<file path="src/hdl/multichannel_exponential_smoother_assert.svh">
// ----------------------------------------------------------------------------
// Assertion macros for the multichannel exponential smoother
// Concurrent checks that can be compiled out by defining ASSERT_OFF.
// ----------------------------------------------------------------------------
`ifndef MULTICHANNEL_EXPONENTIAL_SMOOTHER_ASSERT_SVH
`define MULTICHANNEL_EXPONENTIAL_SMOOTHER_ASSERT_SVH

`ifndef ASSERT_OFF

// Same-cycle implication: when ante holds, cons holds.
`define ASSERT_IMPLY(lbl, clk_i, rst_n_i, ante, cons) \
	lbl: assert property (@(posedge clk_i) disable iff (!rst_n_i) (ante) |-> (cons)) \
		else $error("smoother assertion failed");

// Next-cycle implication: when ante holds, cons holds in the next cycle.
`define ASSERT_NEXT(lbl, clk_i, rst_n_i, ante, cons) \
	lbl: assert property (@(posedge clk_i) disable iff (!rst_n_i) (ante) |=> (cons)) \
		else $error("smoother assertion failed");

`else

`define ASSERT_IMPLY(lbl, clk_i, rst_n_i, ante, cons)
`define ASSERT_NEXT(lbl, clk_i, rst_n_i, ante, cons)

`endif

`endif

</file>
<file path="src/hdl/mes_pkg.sv">
// ----------------------------------------------------------------------------
// mes_pkg
// Shared types and codes of the multichannel exponential smoother.
// ----------------------------------------------------------------------------
package mes_pkg;

	// Field widths fixed by the stream format.
	localparam int unsigned SAMPLE_W    = 48;
	localparam int unsigned CHAN_W      = 8;
	localparam int unsigned FACTOR_W    = 17;
	localparam int unsigned CFG_IDX_W   = 2;
	localparam int unsigned IN_TDATA_W  = 56;
	localparam int unsigned IN_TUSER_W  = 4;
	localparam int unsigned OUT_TDATA_W = 56;

	// Weight of 1.0 in Q1.16.
	localparam logic [FACTOR_W-1:0] ONE_Q16 = 17'd65536;

	// Request codes.
	localparam logic [1:0] REQ_STORE_EMIT = 2'd0;
	localparam logic [1:0] REQ_STORE_ONLY = 2'd1;
	localparam logic [1:0] REQ_REPLAY     = 2'd2;

	// Sample kind codes; other codes are non-numeric.
	localparam logic [1:0] KIND_INT  = 2'd0;
	localparam logic [1:0] KIND_FRAC = 2'd1;

	// Output style codes.
	localparam logic [1:0] STYLE_FOLLOW = 2'd0;
	localparam logic [1:0] STYLE_INT    = 2'd1;
	localparam logic [1:0] STYLE_FRAC   = 2'd2;

	// Configuration register indexes.
	localparam logic [CFG_IDX_W-1:0] CFG_FACTOR    = 2'd0;
	localparam logic [CFG_IDX_W-1:0] CFG_SMOOTH_ON = 2'd1;
	localparam logic [CFG_IDX_W-1:0] CFG_STYLE     = 2'd2;

	// Output queue geometry.
	localparam int unsigned OFIFO_DEPTH = 4;
	localparam int unsigned OFIFO_AW    = 2;
	localparam int unsigned OFIFO_CW    = 3;

	typedef logic signed [SAMPLE_W-1:0] sample_t;

	// Configuration as seen by the arithmetic.
	typedef struct packed {
		logic [FACTOR_W-1:0] factor;
		logic                smooth_on;
		logic [1:0]          style;
	} cfg_t;

	// One channel's state entry.
	typedef struct packed {
		logic    sm_int;
		sample_t smoothed;
		logic    in_frac;
		sample_t stored_in;
	} entry_t;

	localparam entry_t ENTRY_RESET = '{
		sm_int:    1'b1,
		smoothed:  '0,
		in_frac:   1'b0,
		stored_in: '0
	};

	// One result item.
	typedef struct packed {
		logic [CHAN_W-1:0] ch;
		sample_t           smoothed;
		logic              is_int;
		logic              last;
	} result_t;

endpackage

</file>
<file path="src/hdl/mes_ofifo.sv">
// ----------------------------------------------------------------------------
// mes_ofifo
// Small output queue that parts the result stream from the pipeline.
// ----------------------------------------------------------------------------
module mes_ofifo (
	input  logic                                 clk,
	input  logic                                 arst_n,
	input  logic                                 push,
	input  mes_pkg::result_t                     din,
	input  logic                                 pop,
	output mes_pkg::result_t                     dout,
	output logic [mes_pkg::OFIFO_CW-1:0]         count
);

	mes_pkg::result_t                 slot_q [mes_pkg::OFIFO_DEPTH];
	logic [mes_pkg::OFIFO_AW-1:0]     wr_ptr_q;
	logic [mes_pkg::OFIFO_AW-1:0]     rd_ptr_q;
	logic [mes_pkg::OFIFO_CW-1:0]     cnt_q;

	// Pointers and fill count.
	always_ff @(posedge clk or negedge arst_n) begin
		if (!arst_n) begin
			wr_ptr_q <= '0;
			rd_ptr_q <= '0;
			cnt_q    <= '0;
		end else begin
			if (push) begin
				wr_ptr_q <= wr_ptr_q + 1'b1;
			end
			if (pop) begin
				rd_ptr_q <= rd_ptr_q + 1'b1;
			end
			if (push && !pop) begin
				cnt_q <= cnt_q + 1'b1;
			end else if (pop && !push) begin
				cnt_q <= cnt_q - 1'b1;
			end
		end
	end

	// Storage slots.
	always_ff @(posedge clk) begin
		if (push) begin
			slot_q[wr_ptr_q] <= din;
		end
	end

	assign dout  = slot_q[rd_ptr_q];
	assign count = cnt_q;

endmodule

</file>
<file path="config.mk">
export PLATFORM = sky130hd
export DESIGN_NAME = mes_ofifo
export DESIGN_NICKNAME = d
export VERILOG_FILES = /design/src/hdl/multichannel_exponential_smoother_assert.svh /design/src/hdl/mes_pkg.sv /design/src/hdl/mes_ofifo.sv
export SDC_FILE = /design/constraint.sdc
export NUM_CORES = 1
export LEC_CHECK = 0
export ABC_AREA = 1
export BUFFER_PORTS_ARGS = -buffer_cell sky130_fd_sc_hd__buf_2
export CORE_UTILIZATION = 58
export DETAILED_ROUTE_END_ITERATION = 10
export PLACE_DENSITY_LB_ADDON = 0.05
export SYNTH_ARGS = -nofsm -noshare
export SYNTH_HDL_FRONTEND = slang
export SYNTH_SLANG_ARGS = --single-unit
</file>
<file path="constraint.sdc">
create_clock -name clk -period 2.75 [get_ports clk]
set_clock_uncertainty 0.2 [all_clocks]
set_input_delay 0.1375 -clock clk [delete_from_list [all_inputs] [get_ports clk]]
set_output_delay 0.1375 -clock clk [all_outputs]
set_load 0.005 [all_outputs]
</file>
# Word-level counts from Yosys, hierarchy flattened
# Memory sizes are Yosys's and may differ from the RTL's.
# Cells that the tools add are included.
# totals
reg_bits,7
ramBits,232
input_bits,62
out_inout_bits,61
word_cells,17
memories,1
# mem_list
name,words,word_bits,read_ports,rd_ports_with_merged_regs,write_ports,line_no,text
slot_q,4,58,1,0,1,mes_ofifo.sv:15,mes_pkg::result_t slot_q [mes_pkg::OFIFO_DEPTH];
# op_classes
add_sub_neg,4
mux,4
n_reduce_logical,5
# ops
cell,count
3-bit 2-to-1 mux,2
"2-bit by 1-bit adder with 2-bit output, second input constant",2
"3-bit by 1-bit adder with 3-bit output, second input constant",1
"3-bit by 1-bit subtractor with 3-bit output, second input constant",1
1-bit logical AND,2
1-bit zero test,2
1-bit 2-to-1 mux,2
2-bit nonzero test,1

# Longest topological paths before layout
# depth
ltp_word,4
ltp_mapped,9

# Worst setup path after synthesis
# OpenSTA, ideal clock, no wires.
# synth_path
path_type,register to register
startpoint,register wr_ptr_q[0] (netlist name)
endpoint,"memory slot_q[0][0] (netlist name), enable pin"
setup_ns,0.412
arrival_time_ns,1.807
required_ns,2.138
setup_slack_ns,0.331
path_stages_with_launch,5
path_buffers,0
synth_period_minus_slack_ns,2.419
path_cell_list,dfrtp_1 inv_1 ha_1 nand2_1 inv_1
# synth_rtl
item,line_no,text
"start, declared",mes_ofifo.sv:16,logic [mes_pkg::OFIFO_AW-1:0] wr_ptr_q;
"start signal, assigned",mes_ofifo.sv:28,wr_ptr_q <= wr_ptr_q + 1'b1;
"end, declared",mes_ofifo.sv:15,
# Straight into the memory's write port.

==> results.sh <==
export IMPL_row_count=47
export IMPL_io_pin_count=123
export IMPL_synthArstFlopShare_pct=2.93
export IMPL_ys_warn_count=0
export IMPL_min_period_over_period_pct=91.9
export IMPL_fin_ws_ps=224
export IMPL_io_buffers=122
export IMPL_syn_area_per_cell_um2=13.8
export IMPL_antenna_found_initial=0
export IMPL_synth_edff_count=232
export IMPL_drc=0
export IMPL_ir_drop_mv=0.654
export IMPL_viasPerCell=5.16
export IMPL_rsz0062_at_grt="false"
export IMPL_ys_seq_elements=239
export IMPL_die_width_um=133
export IMPL_syn_inst=723
export IMPL_cts_tree="done"
export IMPL_worstMarginPinSlew_ps=979
export IMPL_first_pass_iters=5
export IMPL_cp_arrival_ps=2190
export IMPL_crit_required_ps=2410
export IMPL_ctsResizeCount=0
export IMPL_synth_cell_types=20
export IMPL_area_delta_synth_final_pct=20.5
export IMPL_crit_family="buffers and inverters"
export IMPL_dieHeight_um=133
export IMPL_maxCapViolCount=0
export IMPL_nNetsFinal=978
export IMPL_status="complete, no violations"
export IMPL_fin_crit_ps=2530
export IMPL_power_density_nw_per_um2=1010
export IMPL_grt_max_degree=61
export IMPL_cts_buffers=24
export IMPL_crit_chain="buf_4 -> o211ai_2 -> nand2_1 -> buf_2"
export IMPL_cts_hold_buf=62
export IMPL_ys_flop_type="edfxtp_1"
export IMPL_netlist_area_um2=9990
export IMPL_yosysTopAreaCell="edfxtp_1"
export IMPL_grt_usage_pct=21.9
export IMPL_setup_violations=0
export IMPL_max_stage_delay_ps=770
export IMPL_slew_violations=0
export IMPL_seq_area_frac_synth_pct=71.5
export IMPL_cts_max_level=1
export IMPL_wire_per_inst_um=16.5
export IMPL_clk_pin_slew_ps=60
export IMPL_crit_path_end_kind="output port"
export IMPL_clock_sinks=239
export IMPL_drtIter0Drc=304
export IMPL_die_area_um2=17800
export IMPL_synth_top_cell_area_share_pct=69.7
export IMPL_pre_cts_ws_ps=737
export IMPL_grt_pass1_vias=5978
export IMPL_cp_start_kind="flip-flop"
export IMPL_crit_slowest_cell="buf_4"
export IMPL_ant_nets=0
export IMPL_finalSetupTns_ps=0
export IMPL_wirelength_um=18900
export IMPL_crit_fanout=58
export IMPL_gp_congestion=0.735
export IMPL_path_class="flip-flop to output port"
export IMPL_total_leakage_power_nw=4.95
export IMPL_synth_common_cells="edfxtp_1 (232), nand2_1 (187), inv_1 (127)"
export IMPL_syn_nets=791
export IMPL_cts_root_buf="clkbuf_16"
export IMPL_critPathBufInv=2
export IMPL_post_cts_setup_buffers=0
export IMPL_synth_area_leaders="edfxtp_1 (70%), o211ai_2 (7.4%), nand2_1 (7.0%), inv_1 (4.8%), o211ai_1 (4.3%)"
export IMPL_core_area_um2=16700
export IMPL_initial_core_util_pct=59.8
export IMPL_grt_pass1_wl_um=30000
export IMPL_clock_path_buffers=3
export IMPL_diodes=0
export IMPL_dr_total_vias=5920
export IMPL_slew_headroom_pct=34.7
export IMPL_synth_most_common_cell="edfxtp_1"
export IMPL_drive_gt1_share_pct=25.4
export IMPL_clk_latency_ps=490
export IMPL_gr_total_overflow=0
export IMPL_hold_viol=0
export IMPL_min_delay_path_class="input port to flip-flop"
export IMPL_dp_hpwl_um=10800
export IMPL_fmax_mhz=396
## state kept, by name (all words and copies together), names as in the netlist
signal	count
count	3
rd_ptr_q	2
slot_q	232
wr_ptr_q	2
## where the power goes
part	switching, mW	internal [mW]
Sequential	0.372	4.78
Combinational	2.47	1.63
Clock	1.22	1.65
## cell usage in the layout (no fill, tap or decap), types with 4 or more instances in the layout
| master | instances |
|---|---|
| dfrtp_1 | 5 |
| clkbuf_16 | 25 |
| clkbuf_1 | 7 |
| inv_2 | 4 |
| o211ai_1 | 57 |
| dlygate4sd3_1 | 62 |
| buf_4 | 11 |
| clkinv_1 | 6 |
| ha_1 | 5 |
| nand2_1 | 187 |
| clkinv_2 | 5 |
| o211ai_2 | 59 |
| buf_12 | 6 |
| buf_2 | 122 |
| inv_1 | 123 |
| edfxtp_1 | 232 |
## per-layer routing
layer  wire length [um]  part of all wire [%]  GRT usage (%)  vias to the layer above
met2               9890                    52           39.0                      138
met4                393                   2.1           6.82                        0
met5                  0                     0              0                        -
li1                   -                     -              -                     2871
met3                734                   3.9           3.54                       32
met1               7920                    42           27.6                     2879
## layout make-up
type | count | area, um^2
Clock buffer | 32 | 652
Clock inverter | 11 | 47.5
Fill cell | 1126 | 4660
Inverter | 128 | 483
Multi-Input combinational cell | 316 | 2000
Sequential cell | 239 | 7150
Tap cell | 220 | 275
Timing Repair Buffer | 201 | 1430
## metrics by stage
step,hold WS (ps),util (%),instance area (um^2),std cells,power [mW]
floorplan,-358,-,9990,723,8.00
global placement,-220,64.2,10700,1042,9.13
detailed placement,-213,64.2,10700,1042,9.30
CTS,162,72.1,12000,1147,12.3
global route,170,72.1,12000,1147,12.8
finish,187,72.1,12000,1147,12.1
## logic make-up after synthesis
group                    share of synthesized area (%)
adder cells (fa/ha/maj)                          0.826
AO/OA/AOI/OAI                                     11.7
AND/OR/NAND/NOR                                   7.14
buffers and inverters                             8.51
XOR/XNOR                                         0.351
flip-flops                                        71.5
## worst paths after layout
kind	startpoint	endpoint	slack, ps	cells past startpoint
max	rd_ptr_q[1]$_DFFE_PN0P_	dout[46]	220	4
min	din[11]	slot_q[0][11]$_DFFE_PP_	190	2
max reg2reg	wr_ptr_q[0]$_DFFE_PN0P_	slot_q[0][12]$_DFFE_PP_	900	5
min reg2reg	count[2]$_DFFE_PN0P_	count[2]$_DFFE_PN0P_	330	2
max in group asynchronous	arst_n	rd_ptr_q[1]$_DFFE_PN0P_	1660	3
min in group asynchronous	arst_n	count[2]$_DFFE_PN0P_	400	3
## worst reg2reg max path: stages, from the launching register on
cell and delay (ps):
dfrtp_1 420, inv_1 100, ha_1 140, nand2_1 60, inv_2 60, buf_4 490
(Power assumes the default switching activity.)
